`src/sv/red_pkg.sv`:
```
package red_pkg;

    // Default width of the elapsed-time counters.
    localparam int TIME_WIDTH_DEF = 16;

    // Width of each timing register.
    localparam int CFG_WIDTH = 16;

    // Width of the register index on the configuration channel.
    localparam int CFG_INDEX_WIDTH = 2;

    // Stream payload widths, padded to whole bytes.
    localparam int IN_DATA_WIDTH  = 8;
    localparam int OUT_DATA_WIDTH = 8;

    // Register indexes of the configuration channel.
    typedef enum logic [CFG_INDEX_WIDTH-1:0] {
        CFG_EDGE_DEBOUNCE   = 2'd0,
        CFG_STEP_LOCKOUT    = 2'd1,
        CFG_BUTTON_DEBOUNCE = 2'd2
    } cfg_index_t;

    // Two's complement codes of the held rotation.
    localparam logic signed [1:0] ROT_NONE  = 2'sb00;
    localparam logic signed [1:0] ROT_PLUS  = 2'sb01;
    localparam logic signed [1:0] ROT_MINUS = 2'sb11;

    // Timing register set.
    typedef struct packed {
        logic [CFG_WIDTH-1:0] edge_debounce_ms;
        logic [CFG_WIDTH-1:0] step_lockout_ms;
        logic [CFG_WIDTH-1:0] press_holdoff_ms;
    } cfg_t;

    // Held values that software reads.
    typedef struct packed {
        logic signed [1:0] rotation;
        logic              press;
    } held_t;

    // Pin levels and request of one tick.
    typedef struct packed {
        logic read_clear;
        logic switch_level;
        logic dt_level;
        logic clk_level;
    } pins_t;

endpackage

```
`src/sv/red_tick.sv`:
```
module red_tick #(
    parameter int TIME_WIDTH = red_pkg::TIME_WIDTH_DEF
) (
    input  red_pkg::cfg_t          cfg,
    input  red_pkg::pins_t         pins,
    input  logic                   prev_clock,
    input  logic                   prev_switch,
    input  logic [TIME_WIDTH-1:0]  since_edge,
    input  logic [TIME_WIDTH-1:0]  since_step,
    input  logic [TIME_WIDTH-1:0]  since_press,
    input  red_pkg::held_t         held,
    output logic [TIME_WIDTH-1:0]  since_edge_next,
    output logic [TIME_WIDTH-1:0]  since_step_next,
    output logic [TIME_WIDTH-1:0]  since_press_next,
    output red_pkg::held_t         shown,
    output red_pkg::held_t         held_next
);

    // Compare width covers both the counters and the registers.
    localparam int CMP_W = (TIME_WIDTH > red_pkg::CFG_WIDTH) ? TIME_WIDTH : red_pkg::CFG_WIDTH;
    localparam logic [TIME_WIDTH-1:0] TIME_MAX = {TIME_WIDTH{1'b1}};

    logic [TIME_WIDTH-1:0] edge_inc;
    logic [TIME_WIDTH-1:0] step_inc;
    logic [TIME_WIDTH-1:0] press_inc;
    logic                  edge_ok;
    logic                  step_ok;
    logic                  press_ok;

    // Elapsed counters advance by one tick and stop at all ones.
    always_comb
    begin
        edge_inc  = (since_edge  == TIME_MAX) ? since_edge  : since_edge  + 1'b1;
        step_inc  = (since_step  == TIME_MAX) ? since_step  : since_step  + 1'b1;
        press_inc = (since_press == TIME_MAX) ? since_press : since_press + 1'b1;
    end

    // Event qualification against the timing registers.
    always_comb
    begin
        edge_ok  = (pins.clk_level != prev_clock) &&
                   (CMP_W'(edge_inc) > CMP_W'(cfg.edge_debounce_ms));
        step_ok  = edge_ok && !pins.clk_level &&
                   (CMP_W'(step_inc) > CMP_W'(cfg.step_lockout_ms));
        press_ok = prev_switch && !pins.switch_level &&
                   (CMP_W'(press_inc) > CMP_W'(cfg.press_holdoff_ms));
    end

    // An accepted event restarts its counter and updates the held values.
    always_comb
    begin
        since_edge_next  = edge_ok  ? '0 : edge_inc;
        since_step_next  = step_ok  ? '0 : step_inc;
        since_press_next = press_ok ? '0 : press_inc;

        shown = held;
        if (step_ok)
        begin
            shown.rotation = pins.dt_level ? red_pkg::ROT_PLUS : red_pkg::ROT_MINUS;
        end
        if (press_ok)
        begin
            shown.press = 1'b1;
        end

        held_next = shown;
        if (pins.read_clear)
        begin
            held_next.rotation = red_pkg::ROT_NONE;
            held_next.press    = 1'b0;
        end
    end

endmodule

```
`src/sv/rotary_encoder_debounced_step.sv`:
```
// Channel  Direction  Payload (lowest bit first)                     Transaction
// s_*      in         clk_level, dt_level, switch_level, read_clear  one millisecond tick
// m_*      out        rotation_step[1:0], button_event               one result per tick
// cfg_*    in         cfg_index selects register, cfg_data value     one register write
//
// Each tick's result is registered and shown in the cycle after it is accepted; a tick can be
// accepted in every cycle. The rate is set by the single output register:
// s_tready is low only while a result waits and m_tready is low.
// Reset restores the timing registers to 5, 20 and 50 ms and clears the held values.
// The configuration channel is always ready.
module rotary_encoder_debounced_step #(
    parameter int TIME_WIDTH = red_pkg::TIME_WIDTH_DEF
) (
    input  logic                                   clk,
    input  logic                                   rst_n,
    input  logic                                   s_tvalid,
    output logic                                   s_tready,
    // Fields: clk_level, dt_level, switch_level, read_clear, zero padding.
    input  logic [red_pkg::IN_DATA_WIDTH-1:0]      s_tdata,
    output logic                                   m_tvalid,
    input  logic                                   m_tready,
    // Fields: rotation_step[1:0], button_event, zero padding.
    output logic [red_pkg::OUT_DATA_WIDTH-1:0]     m_tdata,
    input  logic                                   cfg_valid,
    output logic                                   cfg_ready,
    input  logic [red_pkg::CFG_INDEX_WIDTH-1:0]    cfg_index,
    input  logic [red_pkg::CFG_WIDTH-1:0]          cfg_data
);

    red_pkg::cfg_t         cfg_reg;
    logic                  prev_clock_reg;
    logic                  prev_switch_reg;
    logic [TIME_WIDTH-1:0] since_edge_reg;
    logic [TIME_WIDTH-1:0] since_step_reg;
    logic [TIME_WIDTH-1:0] since_press_reg;
    red_pkg::held_t        held_reg;
    logic                  m_tvalid_reg;
    red_pkg::held_t        result_reg;

    red_pkg::pins_t        pins;
    logic [TIME_WIDTH-1:0] since_edge_next;
    logic [TIME_WIDTH-1:0] since_step_next;
    logic [TIME_WIDTH-1:0] since_press_next;
    red_pkg::held_t        shown;
    red_pkg::held_t        held_next;
    logic                  s_accept;

    // Handshakes.
    assign s_tready  = !m_tvalid_reg || m_tready;
    assign s_accept  = s_tvalid && s_tready;
    assign cfg_ready = 1'b1;
    assign pins      = red_pkg::pins_t'(s_tdata[3:0]);

    // Timing register writes; indexes beyond the list are ignored.
    always_ff @(posedge clk or negedge rst_n)
    begin
        if (!rst_n)
        begin
            cfg_reg.edge_debounce_ms <= red_pkg::CFG_WIDTH'(5);
            cfg_reg.step_lockout_ms  <= red_pkg::CFG_WIDTH'(20);
            cfg_reg.press_holdoff_ms <= red_pkg::CFG_WIDTH'(50);
        end
        else if (cfg_valid)
        begin
            case (red_pkg::cfg_index_t'(cfg_index))
                red_pkg::CFG_EDGE_DEBOUNCE:   cfg_reg.edge_debounce_ms <= cfg_data;
                red_pkg::CFG_STEP_LOCKOUT:    cfg_reg.step_lockout_ms  <= cfg_data;
                red_pkg::CFG_BUTTON_DEBOUNCE: cfg_reg.press_holdoff_ms <= cfg_data;
                default:                      ;
            endcase
        end
    end

    // Per-tick decode logic.
    red_tick #(
        .TIME_WIDTH (TIME_WIDTH)
    ) u_tick (
        .cfg              (cfg_reg),
        .pins             (pins),
        .prev_clock       (prev_clock_reg),
        .prev_switch      (prev_switch_reg),
        .since_edge       (since_edge_reg),
        .since_step       (since_step_reg),
        .since_press      (since_press_reg),
        .held             (held_reg),
        .since_edge_next  (since_edge_next),
        .since_step_next  (since_step_next),
        .since_press_next (since_press_next),
        .shown            (shown),
        .held_next        (held_next)
    );

    // Decoder state advances once per accepted tick.
    always_ff @(posedge clk or negedge rst_n)
    begin
        if (!rst_n)
        begin
            prev_clock_reg  <= 1'b1;
            prev_switch_reg <= 1'b1;
            since_edge_reg  <= '0;
            since_step_reg  <= '0;
            since_press_reg <= '0;
            held_reg        <= '0;
        end
        else if (s_accept)
        begin
            prev_clock_reg  <= pins.clk_level;
            prev_switch_reg <= pins.switch_level;
            since_edge_reg  <= since_edge_next;
            since_step_reg  <= since_step_next;
            since_press_reg <= since_press_next;
            held_reg        <= held_next;
        end
    end

    // Output valid flag.
    always_ff @(posedge clk or negedge rst_n)
    begin
        if (!rst_n)
        begin
            m_tvalid_reg <= 1'b0;
        end
        else if (s_tready)
        begin
            m_tvalid_reg <= s_tvalid;
        end
    end

    // Result payload, loaded with each accepted tick.
    always_ff @(posedge clk)
    begin
        if (s_accept)
        begin
            result_reg <= shown;
        end
    end

    assign m_tvalid = m_tvalid_reg;
    assign m_tdata  = {{(red_pkg::OUT_DATA_WIDTH-3){1'b0}}, result_reg.press,
                       result_reg.rotation};

endmodule

```
`config.mk`:
```
export PLATFORM = sky130hd
export DESIGN_NAME = rotary_encoder_debounced_step
export DESIGN_NICKNAME = d
export VERILOG_FILES = /design/src/sv/red_pkg.sv /design/src/sv/red_tick.sv /design/src/sv/rotary_encoder_debounced_step.sv
export SDC_FILE = /design/constraint.sdc
export NUM_CORES = 1
export LEC_CHECK = 0
export ABC_AREA = 0
export BUFFER_PORTS_ARGS = -buffer_cell sky130_fd_sc_hd__buf_2
export CAP_MARGIN = 40
export CORE_ASPECT_RATIO = 0.8
export CORE_UTILIZATION = 50
export DETAILED_ROUTE_END_ITERATION = 7
export GPL_TIMING_DRIVEN = 0
export PLACE_DENSITY = 0.78
export SYNTH_ARGS = -nofsm -noshare
export SYNTH_HDL_FRONTEND = slang
export SYNTH_SLANG_ARGS = --single-unit
```
`constraint.sdc`:
```
create_clock -name clk -period 4.22 [get_ports clk]
set_input_delay 0.422 -clock clk [delete_from_list [all_inputs] [get_ports clk]]
set_output_delay 0.422 -clock clk [all_outputs]
set_load 0.02 [all_outputs]
```
# After elaboration in Yosys (flattened, before gate mapping)
# Index checks and enable logic that the tools add are counted.
word_totals:
  rom_bits: 0
  latchBits: 0
  memories: 0
  reg_bits: 105
  ram_bits: 0
op_classes:
  n_reduce_logical: 14
  n_bitwise: 0
  n_shift: 0
  eq_ne: 6
  mux: 10
  n_mul: 0
  div: 0
  magnitude_cmp: 3
  n_addsub: 3
ops:
  columns: ["cell", "n"]
  rows:
  - ["16-bit 2-to-1 mux", 6]
  - ["16-bit by 1-bit adder with 16-bit output, second input constant", 3]
  - ["16-bit == test, second input constant", 3]
  - ["16-bit greater-than comparator", 3]
  - ["1-bit logical AND", 6]
  - ["2-bit AND reduction", 3]
  - ["2-bit 2-to-1 mux", 2]
  - ["1-bit logical NOT", 3]
  - ["3-bit 2-to-1 mux", 1]
  - ["2-bit by 1-bit == test with 1-bit output, second input constant", 1]
  - ["2-bit == test, second input constant", 1]
  - ["2-bit logical NOT", 1]
  - ["1-bit logical OR", 1]
  - ["1-bit 2-to-1 mux", 1]
  - ["1-bit != test", 1]

# Logic depth before layout (Yosys ltp)
# Gate-level depths: netlist (run 1).
depth:
  depth_word: 8
  mapped_depth: 18
  depth_no_buf: 14

# By module
# Synthesis (run 1) repeated with hierarchy kept, for this count alone.
unflattened:
  hier_cells: 624
  hier_area_um2: 6616.3
modules_own_cells:
  columns: ["mod", "area_per_inst_um2", "seq_area_each_um2", "cells_per_inst", "n_inst"]
  rows:
  - ["rotary_encoder_debounced_step", 3977.6, 2653.8, 229, 1]
  - ["red_tick", 2638.8, 0.0, 395, 1]

# Worst setup path after synthesis (run 1)
# Ideal clock, no wire load.
synth_path:
  path_type: "flip-flop to flip-flop"
  start: "register since_edge_reg[3]"
  end: "register since_edge_reg[9]"
  path_slack_ns: 0.241
  t_required_ns: 4.156
  arrival_ns: 3.915
  n_path_buf: 4
  path_stages_with_launch: 18
  synth_period_minus_slack_ns: 3.979
  path_cell_list: "dfrtp_1 buf_4 nand4_2 or4_4 or3_1 buf_6 nand2b_4 buf_8 nor3_1 xor2_1 ha_1 nand4_1 or4_1 and2_1 and2_1 buf_2 nor2_1 a22o_2"
synth_via:
  elab_chain_cells: 5
  word_cells_on_any_way: 6
synth_rtl:
  columns: ["element", "line", "text"]
  rows:
  - ["start: declaration", "rotary_encoder_debounced_step.sv:33", "logic [TIME_WIDTH-1:0] since_edge_reg;"]
  - ["start signal: assignment", "rotary_encoder_debounced_step.sv:109", "since_edge_reg <= since_edge_next;"]
  - ["16-bit by 1-bit adder with 16-bit output / 16-bit == test (equally long branches)", "red_tick.sv:33", "edge_inc = (since_edge == TIME_MAX) ? since_edge : since_edge + 1'b1;"]
  - ["16-bit 2-to-1 mux *", "red_tick.sv:33", null]
  - ["16-bit greater-than comparator", "red_tick.sv:42", "(CMP_W'(edge_inc) > CMP_W'(cfg.edge_debounce_ms));"]
  - ["1-bit logical AND", "red_tick.sv:41", "edge_ok = (pins.clk_level != prev_clock) &&"]
  - ["16-bit 2-to-1 mux *", "red_tick.sv:52", "since_edge_next = edge_ok ? '0 : edge_inc;"]
# Every way passes the cells marked *; elsewhere a longest branch is shown, timed or not.
# A chain may end at the register's enable or synchronous reset.

# Worst setup path in the final report (run 1)
layout_path:
  start: "register since_edge_reg[3]"
  end: "register since_edge_reg[4]"
# Same word-level chain as after synthesis.

==> results_tabular.tex, run 1 <==
\begin{tabular}{lr}
\hline
Metric & Value \\
\hline
\multicolumn{2}{l}{\textbf{Synthesis}} \\
Post-synthesis instance area & 6480 um\^{}2 \\
Gate count after technology mapping & 700 \\
Number of synthesized flops with an enable pin & 3 \\
Most common flop cell mapped by yosys & sky130\_fd\_sc\_hd\_\_dfrtp\_1 \\
Area share of the leading cell type in the synthesized netlist & 35.9\% \\
Leading cell types by total area after synthesis & sky130\_fd\_sc\_hd\_\_dfrtp\_1 36\%, sky130\_fd\_sc\_hd\_\_ha\_1 9.8\%, sky130\_fd\_sc\_hd\_\_mux2\_2 6.4\% \\
Post-synthesis sequential area ratio & between 40\% and 50\% \\
\#FFs+latches synth & $\sim$110 \\
Count of different cell masters after synthesis & 60 \\
Avg Synthesized Cell Area & 9.26 um\^{}2 \\
Cell taking the most area after synthesis & sky130\_fd\_sc\_hd\_\_dfrtp\_1 \\
Yosys warnings & 0 \\
Fraction of registers with async set/reset & 97.1\% \\
\multicolumn{2}{l}{\textbf{Placement}} \\
Half-perimeter wire length of the detailed placement result & 12400 um \\
RePlAce Congestion & about 0.85 \\
Buffers added on ports & 31 \\
Instance area at placement & roughly 7000 um\^{}2 \\
Setup slack at placement & -0.366 ns \\
\multicolumn{2}{l}{\textbf{Clocking}} \\
Num CTS Buffers & 9 \\
Worst-Skew Late Latency & 0.35 ns \\
CTS tree & yes \\
Root buffer selected by CTS & sky130\_fd\_sc\_hd\_\_clkbuf\_16 \\
Maximum count of clock buffers along a single path & 2 \\
Post-CTS clock slew at the launch and capture registers of the worst setup and hold paths & 0.07 ns \\
Number of sinks driven by the clock tree & 105 \\
\# H-tree levels & 3 \\
\multicolumn{2}{l}{\textbf{STA}} \\
Final period demand of the worst path & about 4.0 ns \\
Final setup vio count & 0 \\
Smallest setup slack after layout & around 0.19 ns \\
Highest clock frequency the design can meet & 0.248 GHz \\
Post-Route Skew & 0.00658 ns \\
Worst-case headroom to the max-slew limit & 46.3\% \\
Setup repair after global routing missed its margin & false \\
Final Slew Violations & 0 \\
Transition time at the pin with the least slew margin & 0.806 ns \\
Final Hold Vio Count & 0 \\
Post-route clock period utilization & between 90\% and 100\% \\
\multicolumn{2}{l}{\textbf{Route}} \\
Avg Vias per Cell & around 6 \\
Average detailed-routed wire length per instance & around 18 um \\
Remaining DRCs & 0 \\
Violation count after the first detailed-routing iteration & 450 \\
Pre-Repair DR Iteration Count & 5 \\
Wirelength, routed & between 15000 and 20000 um \\
Remaining number of nets flagged by the antenna check after routing & 0 \\
Vias & 5575 \\
\multicolumn{2}{l}{\textbf{Global route}} \\
Antenna violations before repair & 0 \\
Maximum number of pins on one net before global-route repair & 63 \\
Global route overflow & 0 \\
First-pass GRT wire length & 27500 um \\
Combined global-route utilization of all metal layers & 26.5\% \\
Vias in the first global route & between 5000 and 6000 \\
\multicolumn{2}{l}{\textbf{Setup path}} \\
Worst-path fanout max & 9 \\
WS Path Type & flop to flop \\
Worst reg2reg endpoint & since\_edge\_reg[4] \\
Crit path DAT & 4.30 ns \\
Capturing element type of the critical path & flop \\
Worst Setup Start Kind & flop \\
Required time at the worst-slack endpoint & 4.49 ns \\
FF-to-FF setup slack & 0.19 ns \\
Number of cells on the worst reg-to-reg path & 15 \\
R2r startpoint & since\_edge\_reg[3] \\
\multicolumn{2}{l}{\textbf{Floorplanning}} \\
Die footprint & $\sim$13000 um\^{}2 \\
Core Rows & 36 \\
I/O pin count & 42 \\
Standard cell core area & between 10000 and 15000 um\^{}2 \\
Effective utilization at floorplan & approximately 52\% \\
Height of the die & 104 um \\
Floorplan die width & $\sim$130 um \\
\multicolumn{2}{l}{\textbf{Layout}} \\
Footprint of the multi-input gates & 3580 um\^{}2 \\
Flip-flop and latch area & 2660 um\^{}2 \\
FILL cells & roughly 1000 \\
Count of nets after finishing & 846 \\
Area of all placed cells without fillers & 7460 um\^{}2 \\
Final core occ & around 60\% \\
Commonest cells after routing, fill and taps aside & 89 x sky130\_fd\_sc\_hd\_\_dfrtp\_1, 81 x sky130\_fd\_sc\_hd\_\_nand2\_1, 61 x sky130\_fd\_sc\_hd\_\_inv\_1 \\
Share of cells above drive strength 1 & 20.2\% \\
Commonest non-fill, non-tap cell in the layout & sky130\_fd\_sc\_hd\_\_dfrtp\_1 \\
Area added between synthesis and finish & 15.2\% \\
Flip-flop count of the largest register after layout & between 40 and 50 \\
Total inserted antenna cells & 0 \\
\multicolumn{2}{l}{\textbf{Power}} \\
Worst-case vdd ir drop & 0.000249 V \\
Leakage dissipation & between 3 and 4 nW \\
Power Total & 3.28 mW \\
Pwr per Cell Area & approximately 440 nW/um\^{}2 \\
\multicolumn{2}{l}{\textbf{Hold path}} \\
Worst hold path type & input port to asynchronous set/reset pin \\
\multicolumn{2}{l}{\textbf{Run status}} \\
Outcome & completed \\
\multicolumn{2}{l}{\textbf{Flow run}} \\
Max\_cap viols & 0 \\
\hline
\end{tabular}
-- repair_timing --
action                                  4_1_cts  5_1_grt
endpoints found under the setup margin       37       43
pin swaps                                     7       16
gates resized for setup                      19       14
buffers inserted                              3       16
hold buffers                                  0        0
-- logic make-up after synthesis --
| kind of cell | after synthesis | share of synthesized area, % |
|---|---|---|
| flip-flops | 105 | 41.0 |
| multiplexers | 41 | 7.12 |
| buffers and inverters | 91 | 6.02 |
| AND/OR/NAND/NOR | 235 | 17.7 |
| AO/OA/AOI/OAI | 138 | 13.2 |
| adder cells (fa/ha/maj) | 51 | 9.85 |
| other | 2 | 0.116 |
| XOR/XNOR | 37 | 5.00 |
-- layout make-up --
cell class | count | area share (%)
clock inverters | 4 | 0.369
repair buffers | 51 | 4.53
clock buffers | 12 | 3.44
well taps | 171 | 2.87
flip-flops and latches | 105 | 35.6
inverters | 61 | 3.07
plain buffers | 28 | 2.15
multi-input cells | 508 | 48.0
-- worst max-delay path: stages, from the launching register on --
cell and delay, ns:
sky130_fd_sc_hd__dfrtp_1 0.35, sky130_fd_sc_hd__buf_6 0.11, sky130_fd_sc_hd__nand4_4 0.12, sky130_fd_sc_hd__or4_4 0.44, sky130_fd_sc_hd__or3_4 0.43, sky130_fd_sc_hd__nand2b_4 0.10
sky130_fd_sc_hd__buf_8 0.12, sky130_fd_sc_hd__nor3_1 0.07, sky130_fd_sc_hd__xor2_1 0.20, sky130_fd_sc_hd__ha_1 0.34, sky130_fd_sc_hd__nand4_1 0.10, sky130_fd_sc_hd__or4_1 0.54
sky130_fd_sc_hd__and2_1 0.19, sky130_fd_sc_hd__and2_1 0.15, sky130_fd_sc_hd__or4_2 0.60, sky130_fd_sc_hd__o21ai_0 0.09
-- where the power goes --
| part | internal, mW | total [mW] | switching, mW |
|---|---|---|---|
| sequential | 1.21 | 1.38 | 0.168 |
| combinational | 0.478 | 1.09 | 0.612 |
| clock | 0.433 | 0.808 | 0.375 |
| total | 2.12 | 3.28 | 1.15 |
-- per-layer routing --
metal | vias to the layer above | track usage, % | wire length (um)
met1 | 2720 | 35.8 | 7310
met3 | 53 | 5.01 | 1430
li1 | 2564 | - | -
met4 | 0 | 7.98 | 458
met2 | 238 | 42.7 | 7940
met5 | - | 0 | 0
-- worst max path at each step --
stage / cells after the start / slack [ns] / end / from
6_report: 15 / 0.19 / since_edge_reg[4] / since_edge_reg[3]
5_1_grt: 15 / 0.03 / since_edge_reg[4] / since_edge_reg[3]
4_1_cts: 16 / 0.008 / since_press_reg[13] / since_press_reg[3]
3_5_place_dp: 16 / -0.37 / since_edge_reg[9] / since_edge_reg[4]
3_3_place_gp: 15 / -0.55 / since_step_reg[0] / since_step_reg[3]
2_1_floorplan: 17 / 0.24 / since_edge_reg[9] / since_edge_reg[3]
-- synthesized netlist by cell type, types with 9 or more instances --
library cell	instances
sky130_fd_sc_hd__dfrtp_1	93
sky130_fd_sc_hd__nand2_1	81
sky130_fd_sc_hd__inv_1	61
sky130_fd_sc_hd__ha_1	51
sky130_fd_sc_hd__o21ai_0	41
sky130_fd_sc_hd__a21oi_1	40
sky130_fd_sc_hd__nor2_1	39
sky130_fd_sc_hd__mux2_2	37
sky130_fd_sc_hd__xnor2_1	28
sky130_fd_sc_hd__nor3_1	25
sky130_fd_sc_hd__nand3_1	24
sky130_fd_sc_hd__clkbuf_1	17
sky130_fd_sc_hd__a22o_1	14
sky130_fd_sc_hd__nand4_1	13
sky130_fd_sc_hd__dfstp_2	9
sky130_fd_sc_hd__xor2_1	9
-- metrics by stage --
| stage | std cells | setup TNS, ns | hold slack, ns |
|---|---|---|---|
| after detailed placement | 908 | -8.46 | 0.443 |
| after CTS | 926 | 0 | 0.0779 |
| after global placement | 906 | -10.22 | 0.445 |
| final | 940 | 0 | 0.0513 |
| after floorplan | 704 | 0 | 0.126 |
| after global routing | 940 | 0 | 0.106 |
Power figures use the tool's default switching activity.
==> run 2: changes to the inputs <==
--- a/config.mk
+++ b/config.mk
@@ -8,11 +8,10 @@
 export ABC_AREA = 0
 export BUFFER_PORTS_ARGS = -buffer_cell sky130_fd_sc_hd__buf_2
 export CAP_MARGIN = 40
-export CORE_ASPECT_RATIO = 0.8
 export CORE_UTILIZATION = 50
 export DETAILED_ROUTE_END_ITERATION = 7
 export GPL_TIMING_DRIVEN = 0
-export PLACE_DENSITY = 0.78
+export PLACE_DENSITY = 0.76
 export SYNTH_ARGS = -nofsm -noshare
 export SYNTH_HDL_FRONTEND = slang
 export SYNTH_SLANG_ARGS = --single-unit
==> constraint.sdc (replaced) <==
create_clock -name clk -period 4.1 [get_ports clk]
set_input_delay 0.41 -clock clk [delete_from_list [all_inputs] [get_ports clk]]
set_output_delay 0.41 -clock clk [all_outputs]
set_load 0.02 [all_outputs]
==> run 2 against run 1 <==
Net effect: total power is 2.9% higher; flip-flop and latch count stayed put; via count down 2.8%; utilization fell by 0.94 points; clock skew up 0.0015 ns; clock power up 3.1%; combinational power barely moved; sequential power up 3%; design area rose by 0.29%; cell count is 0.43% lower; routed wire length fell by 4.0%; critical endpoint unchanged; largest power group unchanged.
==> results_tabular.tex, run 2 (same netlist as run 1, synthesis figures left out) <==
\begin{tabular}{lr}
\hline
Metric & Value \\
\hline
\multicolumn{2}{l}{\textbf{Power}} \\
Power Total & 3.37 mW (+2.9\%) \\
Part of the total power dissipated in the clock network & 24.7\% (about the same) \\
Pwr per Cell Area & 451 nW/um\^{}2 (+2.6\%) \\
Switching power & 1.21 mW (+5.0\%) \\
Int Power & 2.16 mW (+1.8\%) \\
Fraction of power consumed by combinational cells & 33.2\% (about the same) \\
Leakage dissipation & 3.45 nW (about the same) \\
Sw Ratio & 36.0\% (+0.72 points) \\
Worst-case vdd ir drop & 0.000255 V (+2.2\%) \\
Sequential share of power & 42.1\% (about the same) \\
\multicolumn{2}{l}{\textbf{Clocking}} \\
Root buffer selected by CTS & sky130\_fd\_sc\_hd\_\_clkbuf\_16 \\
Number of sinks driven by the clock tree & 105 (unchanged) \\
CTS tree & yes \\
Post-CTS clock slew at the launch and capture registers of the worst setup and hold paths & 0.08 ns (about the same) \\
Worst-Skew Late Latency & 0.36 ns (about the same) \\
\# H-tree levels & 3 (unchanged) \\
Num CTS Buffers & 9 (unchanged) \\
Maximum count of clock buffers along a single path & 2 (unchanged) \\
\multicolumn{2}{l}{\textbf{Layout}} \\
Count of nets after finishing & 841 (-0.59\%) \\
Area of all placed cells without fillers & 7480 um\^{}2 (+0.29\%) \\
Commonest cells after routing, fill and taps aside & 91 x sky130\_fd\_sc\_hd\_\_dfrtp\_1, 81 x sky130\_fd\_sc\_hd\_\_nand2\_1, 61 x sky130\_fd\_sc\_hd\_\_inv\_1 \\
Area added between synthesis and finish & 15.5\% \\
Share of cells above drive strength 1 & 20.9\% (+0.79 points) \\
Commonest non-fill, non-tap cell in the layout & sky130\_fd\_sc\_hd\_\_dfrtp\_1 \\
Flip-flop count of the largest register after layout & 48 (unchanged) \\
FILL cells & 1116 (+8.9\%) \\
Total inserted antenna cells & 0 (unchanged) \\
\multicolumn{2}{l}{\textbf{STA}} \\
Worst-case headroom to the max-slew limit & 42.6\% (-3.7 points) \\
Transition time at the pin with the least slew margin & 0.861 ns (+0.0554 ns) \\
Final setup vio count & 0 (unchanged) \\
Highest clock frequency the design can meet & 0.247 GHz (-0.48\%) \\
Post-Route Skew & 0.00809 ns (+0.00151 ns) \\
Final Hold Vio Count & 0 (unchanged) \\
Final period demand of the worst path & 4.05 ns (+0.0194 ns) \\
Final Hold Slack & 0.0523 ns (+0.00108 ns) \\
Smallest setup slack after layout & 0.0478 ns (-0.139 ns) \\
Post-route clock period utilization & 98.8\% (+3.3 points) \\
Final Slew Violations & 0 (unchanged) \\
\multicolumn{2}{l}{\textbf{Run status}} \\
Outcome & completed \\
\multicolumn{2}{l}{\textbf{Placement}} \\
Buffers added on ports & 31 (unchanged) \\
RePlAce Congestion & 0.869 (+2.2\%) \\
Half-perimeter wire length of the detailed placement result & 12100 um (-2.0\%) \\
Instance area at placement & 6900 um\^{}2 (about the same) \\
Setup slack at placement & -0.656 ns (-0.290 ns) \\
\multicolumn{2}{l}{\textbf{Flow run}} \\
Max\_cap viols & 0 (unchanged) \\
\multicolumn{2}{l}{\textbf{Global route}} \\
Maximum number of pins on one net before global-route repair & 62 (-1.6\%) \\
Antenna violations before repair & 0 (unchanged) \\
First-pass GRT wire length & 26400 um (-4.1\%) \\
Combined global-route utilization of all metal layers & 26.0\% (-0.45 points) \\
Vias in the first global route & 5430 (-0.33\%) \\
Global route overflow & 0 (unchanged) \\
\multicolumn{2}{l}{\textbf{Route}} \\
Avg Vias per Cell & 5.79 (-2.3\%) \\
Violation count after the first detailed-routing iteration & 407 (-9.6\%) \\
Remaining number of nets flagged by the antenna check after routing & 0 (unchanged) \\
Pre-Repair DR Iteration Count & 5 (unchanged) \\
Average detailed-routed wire length per instance & 17.6 um (-3.6\%) \\
Wirelength, routed & 16500 um (-4.0\%) \\
Met2 routed WL & 8120 um (+2.3\%) \\
Top Layer Used & met4 \\
Detail Route met3 WL & 810 um (-43\%) \\
Met1 Wirelength & 6910 um (-5.4\%) \\
Vias & 5421 (-2.8\%) \\
Remaining DRCs & 0 (unchanged) \\
\multicolumn{2}{l}{\textbf{Setup path}} \\
Crit path DAT & 4.34 ns (+0.04 ns) \\
Capturing element type of the critical path & flop \\
Worst Setup Start Kind & flop \\
Worst-path fanout max & 5 (-4) \\
Required time at the worst-slack endpoint & 4.39 ns (-0.10 ns) \\
WS Path Type & flop to flop \\
\multicolumn{2}{l}{\textbf{Floorplanning}} \\
I/O pin count & 42 (unchanged) \\
Standard cell core area & 12600 um\^{}2 (+1.9\%) \\
Height of the die & 116 um (+12\%) \\
Effective utilization at floorplan & 51.3\% (-0.96 points) \\
Die footprint & 13400 um\^{}2 (about the same) \\
Floorplan die width & 116 um (-10\%) \\
Core Rows & 41 (+14\%) \\
\multicolumn{2}{l}{\textbf{Hold path}} \\
Worst hold path type & input port to asynchronous set/reset pin \\
\hline
\end{tabular}
[run 2: cell count changes in the layout (fill, tap and decap cells not counted), sizes merged]
cell,delta
buf,-3
clkinvlp,+4
clkbuf,-5
inv,+1
clkinv,-2
[run 2: stage by stage]
stage | TNS, ns | std cells | util, %
6_report | 0 | 936 | 59.3
5_1_grt | -0.229 | 936 | 59.3
4_1_cts | 0 | 930 | 57.9
3_5_place_dp | -15.91 | 908 | 54.6
3_3_place_gp | -12.57 | 907 | 54.4
2_1_floorplan | 0 | 704 | -
[run 2: metal layers]
metal  global-route usage (%)  vias to the layer above
met1                     31.6                     2646
li1                         -                     2560
met5                        0                        -
met2                     43.5                      171
met3                     6.17                       44
met4                     12.6                        0
[run 2: layout make-up]
type	count	area, um^2	area share, %
clock buffers	9	225	3.01
clock inverters	7	56.3	0.752
inverters	61	229	3.06
repair buffers	47	298	3.98
plain buffers	27	150	2.01
well taps	172	215	2.88
flip-flops and latches	105	2660	35.5
multi-input cells	508	3650	48.8
[run 2: critical path: stages (launching register included)]
cell                      delay [ns]
sky130_fd_sc_hd__dfrtp_1        0.44
sky130_fd_sc_hd__nand4_4        0.14
sky130_fd_sc_hd__or4_4          0.55
sky130_fd_sc_hd__or3_4          0.34
sky130_fd_sc_hd__buf_6          0.13
sky130_fd_sc_hd__buf_4          0.16
sky130_fd_sc_hd__mux2_4         0.32
sky130_fd_sc_hd__ha_4           0.27
sky130_fd_sc_hd__nand4_1        0.08
sky130_fd_sc_hd__or4_4          0.52
sky130_fd_sc_hd__and2_4         0.17
sky130_fd_sc_hd__and2_1         0.15
sky130_fd_sc_hd__or4_2          0.61
sky130_fd_sc_hd__o21ai_1        0.10
[run 2: path summary, 6_finish.rpt]
| check | cells past startpoint | startpoint | endpoint | slack [ns] |
|---|---|---|---|---|
| min | 1 | rst_n | since_step_reg[5] | 0.05 |
| max reg2reg | 13 | since_edge_reg[6] | since_edge_reg[4] | 0.05 |
| min reg2reg | 2 | prev_switch_reg | prev_switch_reg | 0.47 |
| max in group asynchronous | 2 | rst_n | prev_switch_reg | 3.30 |
| max | 13 | since_edge_reg[6] | since_edge_reg[4] | 0.05 |
| min in group clk | 3 | s_tdata[2] | prev_switch_reg | 0.24 |
[run 2: power groups by stage]
stage | combinational [mW] | sequential [mW] | clock (mW)
after floorplan | 0.773 | 1.39 | 0
after global placement | 0.971 | 1.42 | 0
after detailed placement | 1.03 | 1.43 | 0
after CTS | 1.08 | 1.41 | 0.849
after global routing | 1.27 | 1.44 | 0.894
final | 1.12 | 1.42 | 0.833
[run 2: repair_timing]
item | in CTS | in global routing
hold buffers | 0 | 0
setup endpoints to repair | 41 | 51
setup buffers | 7 | 8
pin swaps | 7 | 16
cloned | 0 | 0
resized for setup | 19 | 24
